`config.mk`:
```
export PLATFORM = sky130hd
export DESIGN_NAME = task_ready_queue_scheduler
export DESIGN_NICKNAME = d
export VERILOG_FILES = /design/src/sv/trq_pkg.sv /design/src/sv/trq_datapath.sv /design/src/sv/trq_controller.sv /design/src/sv/task_ready_queue_scheduler.sv
export SDC_FILE = /design/constraint.sdc
export NUM_CORES = 2
export LEC_CHECK = 0
export BUFFER_PORTS_ARGS = -buffer_cell sky130_fd_sc_hd__buf_2
export CAP_MARGIN = 10
export CORE_AREA = 2 2 310 312
export DETAILED_ROUTE_END_ITERATION = 16
export DIE_AREA = 0 0 312 314
export PLACE_DENSITY = 0.65
export SLEW_MARGIN = 20
export SYNTH_ARGS = -nofsm -noshare
export SYNTH_HDL_FRONTEND = slang
export SYNTH_SLANG_ARGS = --single-unit
```
`constraint.sdc`:
```
create_clock -name clk -period 12.5 [get_ports clk]
set_input_delay 1.25 -clock clk [delete_from_list [all_inputs] [get_ports clk]]
set_output_delay 1.25 -clock clk [all_outputs]
set_load 0.005 [all_outputs]
```
`src/sv/trq_pkg.sv`:
```
`timescale 1ns / 1ps
// ----------------------------------------------------------------------------
// trq_pkg: shared types and constants of the task ready queue scheduler
// command and response words, mode and slot state codes, controller handshake
// ----------------------------------------------------------------------------
package trq_pkg;

	localparam int TASK_COUNT = 16;
	localparam int IDW = (TASK_COUNT > 2) ? $clog2(TASK_COUNT) : 1;
	localparam int CW  = $clog2(TASK_COUNT + 1);

	localparam logic [2:0] MODE_CREATE  = 3'd0;
	localparam logic [2:0] MODE_YIELD   = 3'd1;
	localparam logic [2:0] MODE_SUSPEND = 3'd2;
	localparam logic [2:0] MODE_WAKE    = 3'd3;
	localparam logic [2:0] MODE_TICK    = 3'd4;
	localparam logic [2:0] MODE_RUN     = 3'd5;
	localparam logic [2:0] MODE_DELETE  = 3'd6;

	localparam logic [1:0] ST_READY     = 2'd0;
	localparam logic [1:0] ST_RUNNING   = 2'd1;
	localparam logic [1:0] ST_SUSPENDED = 2'd2;

	typedef struct packed {
		logic [2:0]  mode;
		logic [4:0]  task_id;
		logic [31:0] delay_ticks;
	} cmd_t;

	typedef struct packed {
		logic [4:0] running_task;
		logic [5:0] created_task;
		logic       accepted;
	} rsp_t;

	typedef struct packed {
		logic latch;
		logic start;
		logic step;
		logic load;
	} dp_cmd_t;

	typedef struct packed {
		logic busy;
	} dp_sts_t;

endpackage

```
`src/sv/trq_datapath.sv`:
```
`timescale 1ns / 1ps
// ----------------------------------------------------------------------------
// trq_datapath: slot table, index fifos and command registers
// executes one micro step per cycle as ordered by the controller
// ----------------------------------------------------------------------------
module trq_datapath (
	input  logic              clk,
	input  logic              arst_n,
	input  trq_pkg::dp_cmd_t  ctl,
	input  trq_pkg::cmd_t     cmd,
	output trq_pkg::dp_sts_t  sts,
	output trq_pkg::rsp_t     rsp
);

	localparam int TC  = trq_pkg::TASK_COUNT;
	localparam int IDW = trq_pkg::IDW;
	localparam int CW  = trq_pkg::CW;

	function automatic logic [IDW-1:0] nxt(input logic [IDW-1:0] i);
		nxt = (i == IDW'(TC - 1)) ? '0 : i + 1'b1;
	endfunction

	logic [2:0]     mode_q;
	logic [4:0]     id_q;
	logic [31:0]    delay_q;
	logic [IDW-1:0] cur_q;
	logic [5:0]     created_q;
	logic           ok_q;
	logic           found_q;
	logic           tgt_ready_q;
	logic [CW-1:0]  left_q;
	trq_pkg::rsp_t  rsp_q;

	logic           valid_q [TC];
	logic [1:0]     state_q [TC];
	logic [31:0]    dly_q   [TC];

	logic [IDW-1:0] fbuf_q [TC];
	logic [IDW-1:0] rbuf_q [TC];
	logic [IDW-1:0] sbuf_q [TC];
	logic [IDW-1:0] fhead_q, ftail_q, rhead_q, rtail_q, shead_q, stail_q;
	logic [CW-1:0]  fcnt_q, rcnt_q, scnt_q;

	logic           f_push, f_pop, r_push, r_pop, s_push, s_pop;
	logic [IDW-1:0] f_val, r_val, s_val;
	logic           f_wr, r_wr, s_wr;

	logic [IDW-1:0] hf, hr, hs, xh, id_ix;
	logic           id_ok, wake_ok, run_ok, hit;

	assign hf      = fbuf_q[fhead_q];
	assign hr      = rbuf_q[rhead_q];
	assign hs      = sbuf_q[shead_q];
	assign xh      = tgt_ready_q ? hr : hs;
	assign id_ix   = id_q[IDW-1:0];
	assign id_ok   = {1'b0, id_q} < 6'(TC);
	assign wake_ok = id_ok && valid_q[id_ix] && (state_q[id_ix] == trq_pkg::ST_SUSPENDED);
	assign run_ok  = id_ok && valid_q[id_ix] && (state_q[id_ix] != trq_pkg::ST_RUNNING);
	assign hit     = ({{(5-IDW){1'b0}}, xh} == id_q);
	assign sts.busy = (left_q != '0) && !found_q;
	assign rsp     = rsp_q;

	// fifo traffic of this cycle
	always_comb begin
		f_push = 1'b0; f_pop = 1'b0; f_val = cur_q;
		r_push = 1'b0; r_pop = 1'b0; r_val = cur_q;
		s_push = 1'b0; s_pop = 1'b0; s_val = cur_q;
		if (ctl.start) begin
			case (mode_q)
				trq_pkg::MODE_CREATE: if (fcnt_q != '0) begin
					f_pop = 1'b1; r_push = 1'b1; r_val = hf;
				end
				trq_pkg::MODE_YIELD: if (rcnt_q != '0) begin
					r_push = 1'b1; r_pop = 1'b1;
				end
				trq_pkg::MODE_SUSPEND: if (rcnt_q != '0) begin
					s_push = 1'b1; r_pop = 1'b1;
				end
				trq_pkg::MODE_DELETE: if (rcnt_q != '0) begin
					f_push = 1'b1; r_pop = 1'b1;
				end
				trq_pkg::MODE_RUN: if (run_ok) begin
					r_push = 1'b1;
				end
				default: ;
			endcase
		end else if (ctl.step) begin
			if (mode_q == trq_pkg::MODE_TICK) begin
				s_pop = 1'b1;
				if (dly_q[xh] == 32'd1) begin
					r_push = 1'b1; r_val = xh;
				end else begin
					s_push = 1'b1; s_val = xh;
				end
			end else begin
				if (tgt_ready_q) r_pop = 1'b1;
				else s_pop = 1'b1;
				if (hit) begin
					if (mode_q == trq_pkg::MODE_WAKE) begin
						r_push = 1'b1; r_val = id_ix;
					end
				end else if (tgt_ready_q) begin
					r_push = 1'b1; r_val = xh;
				end else begin
					s_push = 1'b1; s_val = xh;
				end
			end
		end
	end

	// a push lands only if the fifo has room after this cycle's pop
	assign f_wr = f_push && ((fcnt_q - CW'(f_pop)) < CW'(TC));
	assign r_wr = r_push && ((rcnt_q - CW'(r_pop)) < CW'(TC));
	assign s_wr = s_push && ((scnt_q - CW'(s_pop)) < CW'(TC));

	always_ff @(posedge clk or negedge arst_n) begin
		if (!arst_n) begin
			fhead_q <= '0; fcnt_q <= CW'(TC - 1);
			rhead_q <= '0; rtail_q <= '0; rcnt_q <= '0;
			shead_q <= '0; stail_q <= '0; scnt_q <= '0;
			for (int i = 0; i < TC; i++) begin
				fbuf_q[i] <= (i < TC - 1) ? IDW'(i + 1) : '0;
			end
			ftail_q <= IDW'(TC - 1);
		end else begin
			if (f_pop) fhead_q <= nxt(fhead_q);
			if (f_wr) begin
				fbuf_q[ftail_q] <= f_val;
				ftail_q <= nxt(ftail_q);
			end
			fcnt_q <= fcnt_q + CW'(f_wr) - CW'(f_pop);
			if (r_pop) rhead_q <= nxt(rhead_q);
			if (r_wr) begin
				rbuf_q[rtail_q] <= r_val;
				rtail_q <= nxt(rtail_q);
			end
			rcnt_q <= rcnt_q + CW'(r_wr) - CW'(r_pop);
			if (s_pop) shead_q <= nxt(shead_q);
			if (s_wr) begin
				sbuf_q[stail_q] <= s_val;
				stail_q <= nxt(stail_q);
			end
			scnt_q <= scnt_q + CW'(s_wr) - CW'(s_pop);
		end
	end

	always_ff @(posedge clk or negedge arst_n) begin
		if (!arst_n) begin
			cur_q <= '0;
			left_q <= '0;
			found_q <= 1'b0;
			created_q <= 6'(TC);
			ok_q <= 1'b0;
			tgt_ready_q <= 1'b0;
			for (int i = 0; i < TC; i++) begin
				valid_q[i] <= (i == 0);
				state_q[i] <= (i == 0) ? trq_pkg::ST_RUNNING : trq_pkg::ST_READY;
				dly_q[i]   <= '0;
			end
		end else begin
			if (ctl.start) begin
				created_q <= 6'(TC);
				ok_q      <= 1'b0;
				found_q   <= 1'b0;
				left_q    <= '0;
				case (mode_q)
					trq_pkg::MODE_CREATE: if (fcnt_q != '0) begin
						valid_q[hf] <= 1'b1;
						state_q[hf] <= trq_pkg::ST_READY;
						dly_q[hf]   <= '0;
						created_q   <= 6'(hf);
						ok_q        <= 1'b1;
					end
					trq_pkg::MODE_YIELD: begin
						ok_q <= 1'b1;
						if (rcnt_q != '0) begin
							state_q[cur_q] <= trq_pkg::ST_READY;
							state_q[hr]    <= trq_pkg::ST_RUNNING;
							cur_q          <= hr;
						end
					end
					trq_pkg::MODE_SUSPEND: if (rcnt_q != '0) begin
						state_q[cur_q] <= trq_pkg::ST_SUSPENDED;
						dly_q[cur_q]   <= delay_q;
						state_q[hr]    <= trq_pkg::ST_RUNNING;
						cur_q          <= hr;
						ok_q           <= 1'b1;
					end
					trq_pkg::MODE_DELETE: if (rcnt_q != '0) begin
						valid_q[cur_q] <= 1'b0;
						state_q[hr]    <= trq_pkg::ST_RUNNING;
						cur_q          <= hr;
						ok_q           <= 1'b1;
					end
					trq_pkg::MODE_WAKE: if (wake_ok) begin
						left_q      <= scnt_q;
						tgt_ready_q <= 1'b0;
					end
					trq_pkg::MODE_TICK: begin
						left_q      <= scnt_q;
						tgt_ready_q <= 1'b0;
						ok_q        <= 1'b1;
					end
					trq_pkg::MODE_RUN: if (run_ok) begin
						state_q[cur_q] <= trq_pkg::ST_READY;
						ok_q           <= 1'b1;
						if (state_q[id_ix] == trq_pkg::ST_READY) begin
							tgt_ready_q <= 1'b1;
							left_q      <= rcnt_q + CW'(rcnt_q < CW'(TC));
						end else begin
							tgt_ready_q <= 1'b0;
							left_q      <= scnt_q;
						end
					end
					default: ;
				endcase
			end else if (ctl.step) begin
				left_q <= left_q - 1'b1;
				if (mode_q == trq_pkg::MODE_TICK) begin
					if (dly_q[xh] != '0) dly_q[xh] <= dly_q[xh] - 1'b1;
					if (dly_q[xh] == 32'd1) state_q[xh] <= trq_pkg::ST_READY;
				end else if (hit) begin
					found_q <= 1'b1;
					if (mode_q == trq_pkg::MODE_WAKE) begin
						state_q[id_ix] <= trq_pkg::ST_READY;
						ok_q           <= 1'b1;
					end else begin
						state_q[id_ix] <= trq_pkg::ST_RUNNING;
						cur_q          <= id_ix;
					end
				end
			end
		end
	end

	// payload registers
	always_ff @(posedge clk) begin
		if (ctl.latch) begin
			mode_q  <= cmd.mode;
			id_q    <= cmd.task_id;
			delay_q <= cmd.delay_ticks;
		end
		if (ctl.load) begin
			rsp_q.running_task <= 5'(cur_q);
			rsp_q.created_task <= created_q;
			rsp_q.accepted     <= ok_q;
		end
	end

endmodule

```
`src/sv/trq_controller.sv`:
```
`timescale 1ns / 1ps
// ----------------------------------------------------------------------------
// trq_controller: command sequencer
// accept, start, walk a fifo one entry per cycle, then hand off the response
// ----------------------------------------------------------------------------
module trq_controller (
	input  logic              clk,
	input  logic              arst_n,
	input  logic              cmd_valid,
	output logic              cmd_stall,
	output logic              rsp_valid,
	input  logic              rsp_stall,
	input  trq_pkg::dp_sts_t  sts,
	output trq_pkg::dp_cmd_t  ctl
);

	typedef enum logic [1:0] {S_IDLE, S_START, S_LOOP, S_FINISH} state_t;

	state_t state_q;
	logic   rsp_valid_q;
	logic   room;

	assign room      = !rsp_valid_q || !rsp_stall;
	assign cmd_stall = (state_q != S_IDLE);
	assign rsp_valid = rsp_valid_q;

	assign ctl.latch = (state_q == S_IDLE) && cmd_valid;
	assign ctl.start = (state_q == S_START);
	assign ctl.step  = (state_q == S_LOOP) && sts.busy;
	assign ctl.load  = (state_q == S_FINISH) && room;

	always_ff @(posedge clk or negedge arst_n) begin
		if (!arst_n) begin
			state_q     <= S_IDLE;
			rsp_valid_q <= 1'b0;
		end else begin
			// a new word is loaded, or the pending one holds while stalled
			rsp_valid_q <= ((state_q == S_FINISH) && room) || (rsp_valid_q && rsp_stall);
			unique case (state_q)
				S_IDLE:   if (cmd_valid) state_q <= S_START;
				S_START:  state_q <= S_LOOP;
				S_LOOP:   if (!sts.busy) state_q <= S_FINISH;
				S_FINISH: if (room) state_q <= S_IDLE;
				default:  state_q <= S_IDLE;
			endcase
		end
	end

endmodule

```
`src/sv/task_ready_queue_scheduler.sv`:
```
`timescale 1ns / 1ps
// ----------------------------------------------------------------------------
// task_ready_queue_scheduler: round robin task scheduler with tick delays
// slot table plus free, ready and suspended index fifos, one response per command
// ----------------------------------------------------------------------------
//
//  channel  direction  handshake               word
//  cmd      in         cmd_valid / cmd_stall   trq_pkg::cmd_t (mode, task_id, delay_ticks)
//  rsp      out        rsp_valid / rsp_stall   trq_pkg::rsp_t (running_task, created_task,
//                                              accepted)
//
//  one command at a time: accept, a start step, then a walk over fifo entries
//  (tick, wake, run; up to TASK_COUNT entries), then the response load; create,
//  yield, suspend, delete and refused commands walk no fifo entries
//  reset: task 0 running, slots 1 .. TASK_COUNT-1 in the free fifo
//  a stalled response holds in its register; the next command is taken meanwhile
//  and waits at the finish step until the response register frees
//
module task_ready_queue_scheduler (
	input  logic           clk,
	input  logic           arst_n,
	input  logic           cmd_valid,
	output logic           cmd_stall,
	input  trq_pkg::cmd_t  cmd,
	output logic           rsp_valid,
	input  logic           rsp_stall,
	output trq_pkg::rsp_t  rsp
);

	// control and status between sequencer and datapath
	trq_pkg::dp_cmd_t ctl;
	trq_pkg::dp_sts_t sts;

	trq_controller u_ctrl (
		.clk       (clk),
		.arst_n    (arst_n),
		.cmd_valid (cmd_valid),
		.cmd_stall (cmd_stall),
		.rsp_valid (rsp_valid),
		.rsp_stall (rsp_stall),
		.sts       (sts),
		.ctl       (ctl)
	);

	trq_datapath u_dp (
		.clk    (clk),
		.arst_n (arst_n),
		.ctl    (ctl),
		.cmd    (cmd),
		.sts    (sts),
		.rsp    (rsp)
	);

	// a taken command closes the input until its response is loaded
	a_busy_after_accept: assert property (@(posedge clk) disable iff (!arst_n)
		(cmd_valid && !cmd_stall) |=> cmd_stall)
		else $error("command accepted while previous one in flight");

	// a slot handed out by create always comes with accepted set
	a_create_accepted: assert property (@(posedge clk) disable iff (!arst_n)
		(rsp_valid && (rsp.created_task != 6'(trq_pkg::TASK_COUNT))) |-> rsp.accepted)
		else $error("created slot reported without accept");

	// the running task is always a real slot
	a_running_range: assert property (@(posedge clk) disable iff (!arst_n)
		rsp_valid |-> ({1'b0, rsp.running_task} < 6'(trq_pkg::TASK_COUNT)))
		else $error("running task out of range");

endmodule

```
After elaboration in Yosys (flattened, before gate mapping). Memories as Yosys holds them, arrays and structs flattened. Index checks and enable logic that the tools add are counted.

Register bits: 735. Bits in latches: 0. Bits in writable memories: 128. Bits in read-only memories: 0. Input bits: 44. Output and inout bits: 14. Logic and storage cells: 394. Memories kept: 2.

Memory list: u_dp.rbuf_q (words 16, bits a word 4, read ports 1, clocked after Yosys merged registers in 0, wr ports 1, RTL line trq_datapath.sv:39) `logic [IDW-1:0] rbuf_q [TC];`; u_dp.sbuf_q (words 16, bits a word 4, read ports 1, clocked after Yosys merged registers in 0, wr ports 1, RTL line trq_datapath.sv:40) `logic [IDW-1:0] sbuf_q [TC];`.

$add $sub $neg: 18. Multipliers: 0. Divide/modulo/power cells: 0. Order comparisons: 18. Eq/ne operators: 38. Shifts and indexed selects: 0. Mux-type cells: 147. Bitwise logic cells: 33. Reduce and logical (&&, ||, !) cells: 51.

Operators with widths (count): two-way mux 512 bit (6); bitwise mux 512 bit (2); one-hot mux 512 bit (2 select lines) (1); bitwise AND 512 bit (1); two-way mux 32 bit (16); inverter 512 bit (1); demux 32 bit (select 4 bit) (3); one-hot mux 32 bit (5 select lines) (1); bitwise AND 32 bit (4); binary-select mux 32 bit (select 4 bit) (1); two-way mux 4 bit (32); inverter 32 bit (4); bitwise AND 16 bit (6); OR 16 bit (6); bitwise mux 64 bit (1); inverter 16 bit (4); two-way mux 1 bit (48); demux 2 bit (select 4 bit) (5); greater-or-equal comparator 5 bit, second input constant (7); inverter 4 -> 5 bit (7); equality test 32 x 1 -> 1 bit, second input constant (1); two-way mux 16 bit (2); one-hot mux 16 bit (2 select lines) (1); nonzero test 32 bit (1); 46 further kinds (144).

Logic depth before layout (Yosys ltp). An unclocked memory read counts as a cell.

Word-level depth: 15. Mapped depth: 32. Depth with buffers taken out: 22.

Modules after synthesis. A second synthesis with hierarchy kept.

Cells, all modules: 5760. Area total of the unflattened synthesis: 53757.8 um2.

Modules (own cells, without submodules): trq_datapath (instances 1, cells an instance 5739, area an instance 53516.3 um2, seq. area each 22415.2 um2); trq_controller (instances 1, cells an instance 21, area an instance 241.5 um2, seq. area each 75.1 um2).

Worst setup path before layout. OpenSTA, ideal clock, no wires.

Kind: register to register. From: register u_dp.shead_q[1]. To: register u_dp.rcnt_q[4]. Library setup time: 0.125 ns. Data arrival time: 5.548 ns. Required time: 12.375 ns. Slack: 6.826 ns. Stages on the path, launching flop included: 27. Path buffers: 5. Period minus slack after synthesis: 5.674 ns. Cells stage by stage: dfrtp_1 > buf_4 > buf_6 > nor2_1 > a22oi_2 > or4b_1 > nand3_1 > buf_4 > buf_6 > mux2_1 > a2111oi_2 > nand3_1 > nor4_2 > nand2_1 > nor4_4 > buf_6 > a31oi_1 > nand2b_4 > inv_2 > ha_1 > inv_1 > fa_1 > inv_1 > a21oi_1 > nor2_1 > nor2_1 > xnor2_1.

Word-level cells in the longest chain between the ends: 14. Elaborated cells on any way between the ends: 16. Classes of those cells: 2 x add/sub; 2 x eq/ne; 9 x mux; 1 x bitwise; 1 x reduce/logical; 1 x memory.

Ends and longest elaborated chain: from (decl) (RTL line trq_datapath.sv:41) `logic [IDW-1:0] fhead_q, ftail_q, rhead_q, rtail_q, shead_q, stail_q;`; from (signal assigned) (RTL line trq_datapath.sv:138) `if (s_pop) shead_q <= nxt(shead_q);`; memory (16 x 4 bit) *; two-way mux 4 bit * (RTL line trq_datapath.sv:54) `assign xh = tgt_ready_q ? hr : hs;`; inverter 4 -> 5 bit (not written as such) (RTL line trq_datapath.sv:90) `if (dly_q[xh] == 32'd1) begin`; binary-select mux 32 bit (select 4 bit) (RTL line trq_datapath.sv:90); two-way mux 32 bit (not written as such) (2 in series) (RTL line trq_datapath.sv:90); equality test 32 x 1 -> 1 bit (RTL line trq_datapath.sv:90); two-way mux 1 bit (RTL line trq_datapath.sv:90); two-way mux 1 bit * (RTL line trq_datapath.sv:88) `if (mode_q == trq_pkg::MODE_TICK) begin`; two-way mux 1 bit * (RTL line trq_datapath.sv:87) `end else if (ctl.step) begin`; two-way mux 1 bit * (RTL line trq_datapath.sv:68) `if (ctl.start) begin`; logical AND 1 bit * (RTL line trq_datapath.sv:113) `assign r_wr = r_push && ((rcnt_q - CW'(r_pop)) < CW'(TC));`; adder 5 x 1 -> 5 bit * (RTL line trq_datapath.sv:137) `rcnt_q <= rcnt_q + CW'(r_wr) - CW'(r_pop);`; subtractor 5 x 1 -> 5 bit * (RTL line trq_datapath.sv:137); to (signal assigned) (RTL line trq_datapath.sv:137); to (decl) (RTL line trq_datapath.sv:42) `logic [CW-1:0] fcnt_q, rcnt_q, scnt_q;`.

Every way passes the cells marked *; elsewhere a longest branch is shown, timed or not. The select of a mux whose other input is x is not followed. A chain may end at the register's enable or synchronous reset.

Worst setup path after layout.
From: register u_dp.shead_q[1]. To: register u_dp.scnt_q[4].

Word-level cells in the longest chain between the ends: 14. Elaborated cells on any way between the ends: 16. Classes of those cells: 2 x add/sub; 2 x eq/ne; 9 x mux; 1 x bitwise; 1 x reduce/logical; 1 x memory.

Ends and longest elaborated chain: memory (16 x 4 bit) *; two-way mux 4 bit * (RTL line trq_datapath.sv:54); inverter 4 -> 5 bit (not written as such) (RTL line trq_datapath.sv:90); binary-select mux 32 bit (select 4 bit) (RTL line trq_datapath.sv:90); two-way mux 32 bit (not written as such) (2 in series) (RTL line trq_datapath.sv:90); equality test 32 x 1 -> 1 bit (RTL line trq_datapath.sv:90); two-way mux 1 bit (RTL line trq_datapath.sv:90); two-way mux 1 bit * (RTL line trq_datapath.sv:88); two-way mux 1 bit * (RTL line trq_datapath.sv:87); two-way mux 1 bit * (RTL line trq_datapath.sv:68); logical AND 1 bit * (RTL line trq_datapath.sv:114) `assign s_wr = s_push && ((scnt_q - CW'(s_pop)) < CW'(TC));`; adder 5 x 1 -> 5 bit * (RTL line trq_datapath.sv:143) `scnt_q <= scnt_q + CW'(s_wr) - CW'(s_pop);`; subtractor 5 x 1 -> 5 bit * (RTL line trq_datapath.sv:143); to (signal assigned) (RTL line trq_datapath.sv:143); to (decl) (RTL line trq_datapath.sv:42).

Marks and branches as above.

==> results by group <==
Synthesis
  – Cell variety after synth: 96
  – Share of Yosys cell area claimed by the top area cell type: 0.341
  – Area leader, netlist: dfrtp_1
  – Asr flop ratio synth: 0.793
  – Seq/Total Area, Yosys: 0.479
  – Post-synthesis xor/xnor area fraction: 0.0110
  – Synthesized cell area: about 0.047 mm2
  – Largest family of logic cells by synthesized area: compound AO/OA/AOI/OAI gates
  – Mux contribution to synthesized area: 0.0967
  – Post-synth EDFFs: 178
  – Dominant synthesized flop cell: dfrtp_1
  – Cells after Synth: 4513
  – Syn Area/Cell: 10.4 um2
  – Count leader, synth: dfrtp_1
  – Post-Synth Simple-Gate Area: 0.109
  – Cell types occupying the most area after synthesis: dfrtp_1, edfxtp_1, a22o_1
  – Post-synth top cells: dfrtp_1, nand2_1, a22o_1
  – #FFs+latches synth: 861
  – YS warnings: 0
  – Synth Area in Adders: 0.0157
  – Synth Area in Compound Gates: 0.239

Clock tree
  – CTS tree: done
  – Clock Path Buffers: 3
  – CTS Sinks: 861
  – Hold Buf Count CTS: 0
  – Worst-path clk slew: 0.06 ns
  – CTS resizes: 0
  – CTS root buf: clkbuf_16
  – Post CTS Setup Buffer Count: 0
  – Worst skew pair latency: 0.71 ns
  – H-tree levels: 3
  – Cts bufs inserted: 97

STA
  – Clock Skew: between 0.04 and 0.05 ns
  – RSZ-0062 raised after global routing: no
  – Setup-failing EPs final: 0
  – Final Max Tran Viols: 0
  – Final period utilization: 0.701
  – Fmax: 0.114 GHz
  – Period minus WS final: 8.76 ns
  – Slew HR: 0.152
  – TNS Setup: 0 ns
  – Fin Hold WS: 0.459 ns
  – Measured slew at the worst slew-check pin: 1.27 ns
  – Final hold vios: 0

Routing
  – Post-route ant nets: 0
  – Wire per inst: 32.0 um
  – Wire length on met2: ~77000 um
  – Starting DRT DRC Count: 6913
  – Metal1 wirelength: 68900 um
  – WL final: between 150000 and 200000 um
  – Highest metal used: met4
  – Via count: between 40000 and 50000
  – DRC Markers: 0
  – Met3 WL post-DR: ~25000 um
  – DR vias/cell: between 7 and 8
  – Total iterations of the first detailed-routing run: 8

Place
  – Gpl congestion: a little under 1
  – Post-DP HPWL: approximately 110000 um
  – Port bufs: 55

Worst setup path
  – CP startpoint kind: flip-flop
  – Max stage delay cell, worst path: dfrtp_1
  – WP data arrival: 9.38 ns
  – WP data required: between 10 and 15 ns
  – Critical R2R Launch: u_dp.shead_q[1]
  – Slowest Stage Delay on Critical Path: 0.99 ns
  – CP cell instances: nand2b_1 > o22ai_1 > or4b_2 > buf_4 > nand3_4 > buf_12 > mux2_2 > a2111oi_0 > and3_1 > nor4b_2 > nand2_1 > nor2_1 > a311oi_2 > o21ai_2 > inv_1 > ha_1 > inv_1 > fa_1 > inv_1 > a21oi_1 > nor2_1 > nor2_1 > xnor2_1
  – Crit path kind: flip-flop to flip-flop
  – CP endpoint kind: flip-flop
  – CP Max Fanout: between 100 and 150
  – CP startpoint: u_dp.shead_q[1]

Layout
  – Final Util: 0.547
  – Area Growth Syn to Fin: 10.1%
  – Layout cell share with drive strength beyond 1: 0.160
  – Layout Nets: between 4000 and 5000

GRT
  – Vias in the first global route: about 40000
  – First-pass GRT wire length: 269000 um
  – Largest net degree at the start of global routing: approximately 160
  – Grt total ovfl: 0
  – Antenna violations before repair: 1
  – Total track usage: 0.365

Floorplan
  – Die Y: 314 um
  – Core ar.: 0.0944 mm2
  – Die area: 0.0980 mm2
  – IO Count: slightly below 60
  – Initial Utilization: 0.497
  – Row count: 113
  – Die X-Extent: 312 um

Min path
  – Hold Crit Start: u_dp.ok_q
  – Worst min path class: flip-flop to flip-flop

Status
  – Run status: finished, final reports clean

Flow run
  – Max Cap Violations: 0
==> placed cells by master (no fill, tap or decap), types with 127 or more instances in the layout <==
| master | count |
|---|---|
| dfrtp_1 | 640 |
| nand2_1 | 437 |
| a22o_1 | 416 |
| o22ai_1 | 410 |
| nor2_1 | 222 |
| o21ai_0 | 207 |
| edfxtp_1 | 178 |
| nand3_1 | 148 |
| buf_4 | 143 |
| mux2i_1 | 140 |
| a21oi_1 | 127 |
==> worst max-delay path, delay by kind of cell (launching register included) <==
| kind | cells | cell delay [ns] |
|---|---|---|
| compound gates | 5 | 1.93 |
| xor+xnor | 1 | 0.12 |
| fa+ha+maj | 2 | 0.44 |
| buf+inv | 5 | 1.28 |
| flops | 1 | 0.99 |
| mux | 1 | 0.44 |
| simple gates | 9 | 3.18 |
==> logic make-up after synthesis <==
group,Yosys count
buffers and inverters,524
flip-flops,861
XOR/XNOR,58
AO/OA/AOI/OAI,1566
other,1
multiplexers,340
adder cells (fa/ha/maj),57
AND/OR/NAND/NOR,1106
==> routing by layer <==
metal / track usage / up-vias
met5: 0 / -
met4: 0.196 / 0
met3: 0.126 / 781
met2: 0.526 / 3368
met1: 0.486 / 20478
li1: - / 17040
==> stage by stage <==
stage	instances	worst slack, ns	area, um2
after floorplan	4514	6.83	47000
after global placement	5519	4.21	48300
after detailed placement	5519	4.15	48300
after CTS	5702	4.11	51600
after global routing	5702	3.40	51700
final	5704	3.74	51700
==> path summary, 6_finish.rpt <==
check / slack [ns] / end / depth (start not counted)
worst min-delay path: 0.46 / u_dp.rsp[0] / 0
min in group asynchronous: 0.50 / u_dp.dly_q[294] / 1
worst min register to register: 0.46 / u_dp.rsp[0] / 0
max in group asynchronous: 9.21 / u_dp.fbuf_q[1] / 4
worst max-delay path: 3.74 / u_dp.scnt_q[4] / 23
worst max register to register: 3.74 / u_dp.scnt_q[4] / 23
==> area by class of cell <==
class / instances / area, um2
Inverter: 64 / 240
Antenna cell: 2 / 5.00
Sequential cell: 861 / 22500
Fill cell: 8237 / 42800
Clock inverter: 50 / 568
Tap cell: 1265 / 1580
Timing Repair Buffer: 200 / 1400
Multi-Input combinational cell: 3129 / 22700
Clock buffer: 133 / 2730
==> registers in the layout, summed over array words and instances (netlist names), 2 cells and up, named ones only <==
signal          cells
u_dp.fbuf_q        64
u_dp.ftail_q        4
u_dp.cur_q          4
u_dp.fcnt_q         5
u_dp.valid_q       16
u_dp.scnt_q         5
u_dp.shead_q        4
u_dp.rcnt_q         5
u_ctrl.state_q      2
u_dp.delay_q       32
u_dp.state_q       16
u_dp.left_q         5
u_dp.rsp           10
u_dp.rhead_q        4
u_dp.created_q      5
u_dp.fhead_q        4
u_dp.rbuf_q        64
u_dp.mode_q         3
u_dp.stail_q        4
u_dp.dly_q        512
u_dp.sbuf_q        64
u_dp.rtail_q        4
u_dp.id_q           5
Power is left out: the tool's default activity adds up to more than one toggle a clock period on the data nets, which glitch-free logic cannot reach.
